### src/ffa_pkg.sv
// ---------------------------------------------------------------------------
// ffa_pkg
// Shared types and constants of the first-fit free-list allocator.
// ---------------------------------------------------------------------------
`timescale 1ns / 1ps
`default_nettype none

package ffa_pkg;

  localparam int ADDR_W   = 13;  // block_address width
  localparam int BYTES_W  = 16;  // request_bytes width
  localparam int CFG_W    = 13;  // configuration data width
  localparam int NEED_W   = 17;  // quanta needed by an allocate, header included
  localparam int UADDR_W  = 12;  // user_address width
  localparam int GRANT_W  = 13;  // granted_quanta width

  // result status codes
  typedef enum logic [1:0] {
    ST_ALLOCATED = 2'd0,
    ST_OOM       = 2'd1,
    ST_FREED     = 2'd2,
    ST_IGNORED   = 2'd3
  } status_t;

  // request mode codes
  localparam logic MODE_ALLOC = 1'b0;
  localparam logic MODE_FREE  = 1'b1;

  // configuration register indexes
  localparam logic CFG_MIN_CHUNK = 1'b0;
  localparam logic CFG_POOL      = 1'b1;

  // classified command kinds
  typedef enum logic [1:0] {
    CMD_ALLOC  = 2'd0,
    CMD_FREE   = 2'd1,
    CMD_IGNORE = 2'd2
  } cmd_kind_t;

  // one classified command word in the queue
  typedef struct packed {
    cmd_kind_t           kind;
    logic [NEED_W-1:0]   need;
    logic [ADDR_W-1:0]   addr;
  } cmd_t;

endpackage

`default_nettype wire

### src/ffa_front.sv
// ---------------------------------------------------------------------------
// ffa_front
// Accepts requests, works out quanta needed and pool range, queues commands.
// ---------------------------------------------------------------------------
`timescale 1ns / 1ps
`default_nettype none

module ffa_front import ffa_pkg::*; #(
  parameter int POOL_QUANTA   = 4096,
  parameter int QUANTUM_BYTES = 16
) (
  input  wire logic               clk,
  input  wire logic               rst,
  input  wire logic               start,
  output logic                    busy,
  input  wire logic               mode,
  input  wire logic [BYTES_W-1:0] request_bytes,
  input  wire logic [ADDR_W-1:0]  block_address,
  input  wire logic [CFG_W-1:0]   pool_quanta,
  input  wire logic               cmd_pop,
  output logic                    cmd_valid,
  output cmd_t                    cmd
);

  localparam int PW = ($clog2(POOL_QUANTA) + 2 > CFG_W + 1) ?
                      $clog2(POOL_QUANTA) + 2 : CFG_W + 1;
  localparam logic [PW-1:0]     PoolMax = PW'(POOL_QUANTA);
  localparam logic [NEED_W-1:0] Qb      = NEED_W'(QUANTUM_BYTES);

  logic [PW-1:0]     eff_pool;
  logic [NEED_W-1:0] need;
  logic              ignore;
  cmd_t              entry;
  logic              push;

  cmd_t      q [2];
  logic      wr_ptr;
  logic      rd_ptr;
  logic [1:0] count;

  // classify the incoming word
  always_comb begin
    eff_pool = (PW'(pool_quanta) < PoolMax) ? PW'(pool_quanta) : PoolMax;
    need     = (NEED_W'(request_bytes) + Qb - NEED_W'(1)) / Qb + NEED_W'(1);
    ignore   = (block_address == '0) || (PW'(block_address) >= eff_pool);
    entry.need = need;
    entry.addr = block_address;
    if (mode == MODE_ALLOC) begin
      entry.kind = CMD_ALLOC;
    end else if (ignore) begin
      entry.kind = CMD_IGNORE;
    end else begin
      entry.kind = CMD_FREE;
    end
  end

  assign busy      = (count == 2'd2);
  assign push      = start && !busy;
  assign cmd_valid = (count != 2'd0);
  assign cmd       = q[rd_ptr];

  // two-entry command queue
  always_ff @(posedge clk) begin
    if (push) begin
      q[wr_ptr] <= entry;
    end
    if (rst) begin
      wr_ptr <= 1'b0;
      rd_ptr <= 1'b0;
      count  <= 2'd0;
    end else begin
      if (push) begin
        wr_ptr <= ~wr_ptr;
      end
      if (cmd_pop) begin
        rd_ptr <= ~rd_ptr;
      end
      count <= count + 2'(push) - 2'(cmd_pop);
    end
  end

endmodule

`default_nettype wire

### config.mk
export PLATFORM = sky130hd
export DESIGN_NAME = ffa_front
export DESIGN_NICKNAME = d
export VERILOG_FILES = /design/src/ffa_pkg.sv /design/src/ffa_front.sv
export SDC_FILE = /design/constraint.sdc
export NUM_CORES = 1
export LEC_CHECK = 0
export ABC_AREA = 1
export BUFFER_PORTS_ARGS = -buffer_cell sky130_fd_sc_hd__buf_2
export CORE_MARGIN = 4
export CORE_UTILIZATION = 55
export CTS_BUF_LIST = sky130_fd_sc_hd__clkbuf_4
export CTS_CLUSTER_DIAMETER = 100
export DETAILED_ROUTE_END_ITERATION = 8
export GPL_TIMING_DRIVEN = 0
export HOLD_SLACK_MARGIN = 0.12
export PLACE_DENSITY = 0.82
export SETUP_SLACK_MARGIN = 0.02
export SLEW_MARGIN = 20
export SYNTH_ARGS = -nofsm -noshare
export SYNTH_HDL_FRONTEND = slang
export SYNTH_SLANG_ARGS = --single-unit
### constraint.sdc
create_clock -name clk -period 6.2 [get_ports clk]
set_input_delay 0.31 -clock clk [delete_from_list [all_inputs] [get_ports clk]]
set_output_delay 0.31 -clock clk [all_outputs]
set_load 0.03 [all_outputs]
# Yosys cells after proc, flatten, opt, wreduce, memory -nomap -nowiden
# Memories as Yosys holds them, arrays and structs flattened. A register that Yosys moved wholly into a read port is not among the register bits.
# Index checks and enable logic that the tools add are counted.
totals:
  latchBits: 0
  romBits: 0
  word_cells: 26
  output_inout_bits: 34
  ram_bits: 58
  memories: 1
  input_bits: 47
  ff_bits: 4
mem_list:
  columns: ["name", "depth", "word_bits", "rd", "rd_clocked_by_memory_dff", "wr", "line_no", "source"]
  rows:
  - ["q", 2, 29, 1, 1, 1, "ffa_front.sv:36", "cmd_t q [2];"]
classes:
  n_eq_ne: 1
  n_mul: 0
  reduce_logical: 5
  div_mod_pow: 0
  bitwise: 2
  shift: 0
  n_mux: 7
  add_sub_neg: 5
  magnitude_cmp: 2
op_table:
  columns: ["op", "n"]
  rows:
  - ["16-bit by 5-bit adder with 17-bit output, second input constant", 1]
  - ["17-bit by 1-bit subtractor with 17-bit output, second input constant", 1]
  - ["13-bit by 1-bit adder with 14-bit output, second input constant", 1]
  - ["13-bit >= comparator", 1]
  - ["13-bit zero test", 1]
  - ["13-bit < comparator, second input constant", 1]
  - ["13-bit two-way mux", 1]
  - ["1-bit two-way mux", 4]
  - ["2-bit two-way mux", 2]
  - ["2-bit by 1-bit adder with 2-bit output", 1]
  - ["2-bit == test, second input constant", 1]
  - ["1-bit inverter", 2]
  - ["2-bit nonzero test", 1]
  - ["2-bit by 1-bit subtractor with 2-bit output", 1]
  - ["1-bit logical AND", 1]
  - ["1-bit zero test", 1]
  - ["1-bit logical OR", 1]

# Logic depth before layout (Yosys ltp)
depth:
  depth_word: 6
  ltp_mapped: 11
  mapped_depth_nobuf: 11

# Worst setup path before layout
# No wires, ideal clock.
synth_timing:
  path_type: "register to register"
  start: "register count[1]"
  end: "memory q[1][0] (netlist name), enable pin"
  path_buffers: 0
  setup_ns: 0.416
  required_time_ns: 5.784
  stages_incl_launch_ff: 4
  synth_period_minus_slack_ns: 2.200
  setup_slack_ns: 4.000
  t_arrival_ns: 1.783
  cell_sequence: "dfxtp_1 inv_1 o21ai_0 nor2_1"
synth_between:
  elab_chain_cells: 5
synth_lines:
  columns: ["element", "line_no", "source"]
  rows:
  - ["start, declared", "ffa_front.sv:39", "logic [1:0] count;"]
  - ["start signal, assigned", "ffa_front.sv:78", "count <= count + 2'(push) - 2'(cmd_pop);"]
  - ["2-bit == test", "ffa_front.sv:57", "assign busy = (count == 2'd2);"]
  - ["1-bit zero test", "ffa_front.sv:58", "assign push = start && !busy;"]
  - ["1-bit logical AND", "ffa_front.sv:58", null]
  - ["1-bit two-way mux", "ffa_front.sv:64", "if (push) begin"]
  - ["1-bit two-way mux (implied by the code)", "ffa_front.sv:65", "q[wr_ptr] <= entry;"]
  - ["end, declared", "ffa_front.sv:36", null]
# Every way passes these cells.

==> flow_summary_export.csv <==
group,metric,value,unit
outcome,status,"complete, no violations",
place,dp_cells,454,
global_routing,grt_use_total,0.1895,
finish,finish.instance_area,4071,µm²
sta,fin_skew,0.008655,ns
logic_synthesis,ys_warn_count,0,
logic_synthesis,synth.area.top_cells,"edfxtp_1 (53%), mux2_2 (9.9%), nand2_1 (6.5%)",
die,start_util,0.5833,
logic_synthesis,seq_area_frac_synth,0.5597,
pwr,leakage,1.755,nW
sta,period_needed,2.120,ns
finish,nets,462,
routing,drt_iter0_markers,69,
logic_synthesis,synth_ff_type,"edfxtp_1",
job,maxCapViolCount,0,
place,numPortBuffers,77,
routing,vias,2439,
finish,diodes,0,
routing,final_antenna_net_count,0,
clocking,tritoncts,"done",
sta,maxSlewViolCount,0,
routing,drt-pass1-iter-count,4,
logic_synthesis,synthCells,299,
clocking,cts_num_sinks,63,
die,io_pins,81,
logic_synthesis,synth_top_area_frac,0.5293,
routing,vias_per_cell,5.124,
finish,layout-drive-gt1-share,0.3490,
logic_synthesis,synth_edf_count,58,
place,gp_congestion,0.9033,
place,dp_hpwl,4842,µm
sta,hold_violations,0,
worst_setup_path,worstSetupPathType,"flip-flop to primary output",
worst_setup_path,critical-path-top-delay-family,"buffers and inverters",
worst_setup_path,crit_slowest_cell,"mux2_2",
logic_synthesis,async_flop_share,0,
finish,n_fill_cell,401,
global_routing,grt_first_pass_wirelength,11010,µm
routing,drt-total-wl,6362,µm
hold_path,min_path_type,"input pin to flip-flop",
logic_synthesis,synth-seq-cells,63,
logic_synthesis,yosys.area.top_type,"edfxtp_1",
finish,multi_input_area,1326,µm²
sta,tightest_slew,0.6999,ns
finish,area_growth,23.73,%
worst_setup_path,path_common_cell,"buf_2",
worst_setup_path,worst-path-buf-inv,3,
die,core_region_area,5642,µm²
global_routing,grt_overflow,0,
global_routing,grt_max_degree,24,
sta,max_freq,0.4718,GHz
sta,rsz0062_at_grt,"no",
clocking,clkTransAtPathRegs,0.11,ns
global_routing,grt_antenna_before_repair,0,
die,dieArea,7285,µm²
worst_setup_path,slowest_delay,0.37,ns
routing,wl_per_cell,13.37,µm
clocking,htreeDepth,3,
worst_setup_path,endpoint_kind,"primary output",
die,row_count,27,
sta,final.period_utilization,0.3419,
logic_synthesis,yosysUniqueCellTypes,28,
finish,final_common_cell,"buf_2",
sta,slew_headroom,0.5285,
place,place_ws,3.996,ns
clocking,cts_buffers,9,
pwr,power_density,284.7,nW/µm²
logic_synthesis,synth_area,3291,µm²
worst_setup_path,crit_required,5.89,ns
clocking,cts-root-buf,"clkbuf_4",
global_routing,grt_pass1_vias,2505,
clocking,clock_path_buffers,2,
logic_synthesis,avgSynthCellArea,11.01,µm²
worst_setup_path,cp_max_fo,10,
worst_setup_path,crit_chain,"buf_2 > buf_2 > mux2_2 > buf_2",
pwr,peakVddDrop,0.1930,mV
sta,worst_slack,4.080,ns
sta,setup_viol,0,
sta,final.setup.tns,0,ns
die,die_w,85.35,µm
routing,drc_errors,0,
clocking,clkLatencyLatePin,0.39,ns
die,die_h,85.35,µm
place,place_area,3851,µm²
finish,seq_area,1842,µm²
finish,fin_cells,476,
worst_setup_path,start_kind,"flip-flop",
worst_setup_path,crit_arrival,1.81,ns
finish,mostFrequentLayoutCells,"buf_2 (79), edfxtp_1 (58), nand2_1 (57)",
[final timing paths]
kind                                       start  endpoint  slack [ns]  depth (start not counted)
worst max register to register          count[1]  count[1]        4.37                          7
worst min register to register            rd_ptr    rd_ptr        0.53                          2
worst max-delay path                   flip-flop   cmd[30]        4.08                          4
worst min-delay path            block_address[7]   q[1][7]        0.16                          1
[logic make-up (layout without fill, tap and decap cells)]
| kind of cell | after synthesis | after routing | share of synthesized area |
|---|---|---|---|
| buffers and inverters | 37 | 138 | 0.04639 |
| AO/OA/AOI/OAI | 14 | 14 | 0.02129 |
| adder cells (fa/ha/maj) | 16 | 16 | 0.06084 |
| multiplexers | 29 | 29 | 0.09924 |
| flip-flops | 63 | 63 | 0.5597 |
| AND/OR/NAND/NOR | 128 | 128 | 0.1821 |
| XOR/XNOR | 11 | 11 | 0.02928 |
| other | 1 | 5 | 0.001140 |
[power breakdown]
part	switching (mW)	leakage (nW)	internal, mW
Clock	0.146	0.0840	0.167
Combinational	0.197	1.09	0.112
Sequential	0.0121	0.582	0.525
[through the flow]
| stage | hold slack [ns] | util | total power, mW |
|---|---|---|---|
| after floorplan | 0.3812 | - | 0.7527 |
| after global placement | 0.4938 | 0.6702 | 0.8305 |
| after detailed placement | 0.5155 | 0.6826 | 0.8557 |
| after CTS | 0.1296 | 0.7217 | 1.170 |
| after global routing | 0.1259 | 0.7217 | 1.223 |
| final | 0.1551 | 0.7217 | 1.159 |
[cells in the mapped netlist, types with 2 or more instances]
cell	number
ha_1	16
clkbuf_1	2
nor2_2	3
inv_1	30
nand2_2	3
nor4_1	3
nor3_1	4
o21ai_0	6
a21oi_1	7
dfxtp_1	5
nand2_1	57
nor2_4	3
nand3_1	12
xor2_1	4
mux2_2	29
edfxtp_1	58
buf_2	2
xnor2_1	7
nor2_1	24
buf_4	3
nand4_1	14
[metal layers]
layer	wire, µm	vias up	global-route usage
met1	2648	1120	0.2211
met5	0	-	0
met2	3269	74	0.3362
met4	80	0	0.07770
li1	-	1238	-
met3	364	7	0.04078
[timing repair]
| action | CTS | global route |
|---|---|---|
| hold endpoints to repair | 14 | 0 |
| hold buffers | 6 | 0 |
| setup buffers | 0 | 0 |
| resized for setup | 0 | 0 |
[worst reg2reg max path: stages (launching register included)]
cell	delay (ns)
dfxtp_1	0.32
inv_1	0.07
o21ai_0	0.57
inv_1	0.15
ha_1	0.25
xnor2_1	0.18
nor2_1	0.06
nor3b_1	0.16
[area by class of cell]
cell class | instances | share of cell area
clock buffers | 10 | 0.01844
multi-input cells | 203 | 0.3258
plain buffers | 7 | 0.009834
repair buffers | 85 | 0.1229
well taps | 72 | 0.02213
inverters | 30 | 0.02766
clock inverters | 6 | 0.02090
flip-flops and latches | 63 | 0.4524
[sequential cells by signal, summed over array words and instances, names as in the netlist, named ones only]
signal  cells
count       2
q          58
rd_ptr      1
wr_ptr      1
Power figures use the tool's default switching activity.
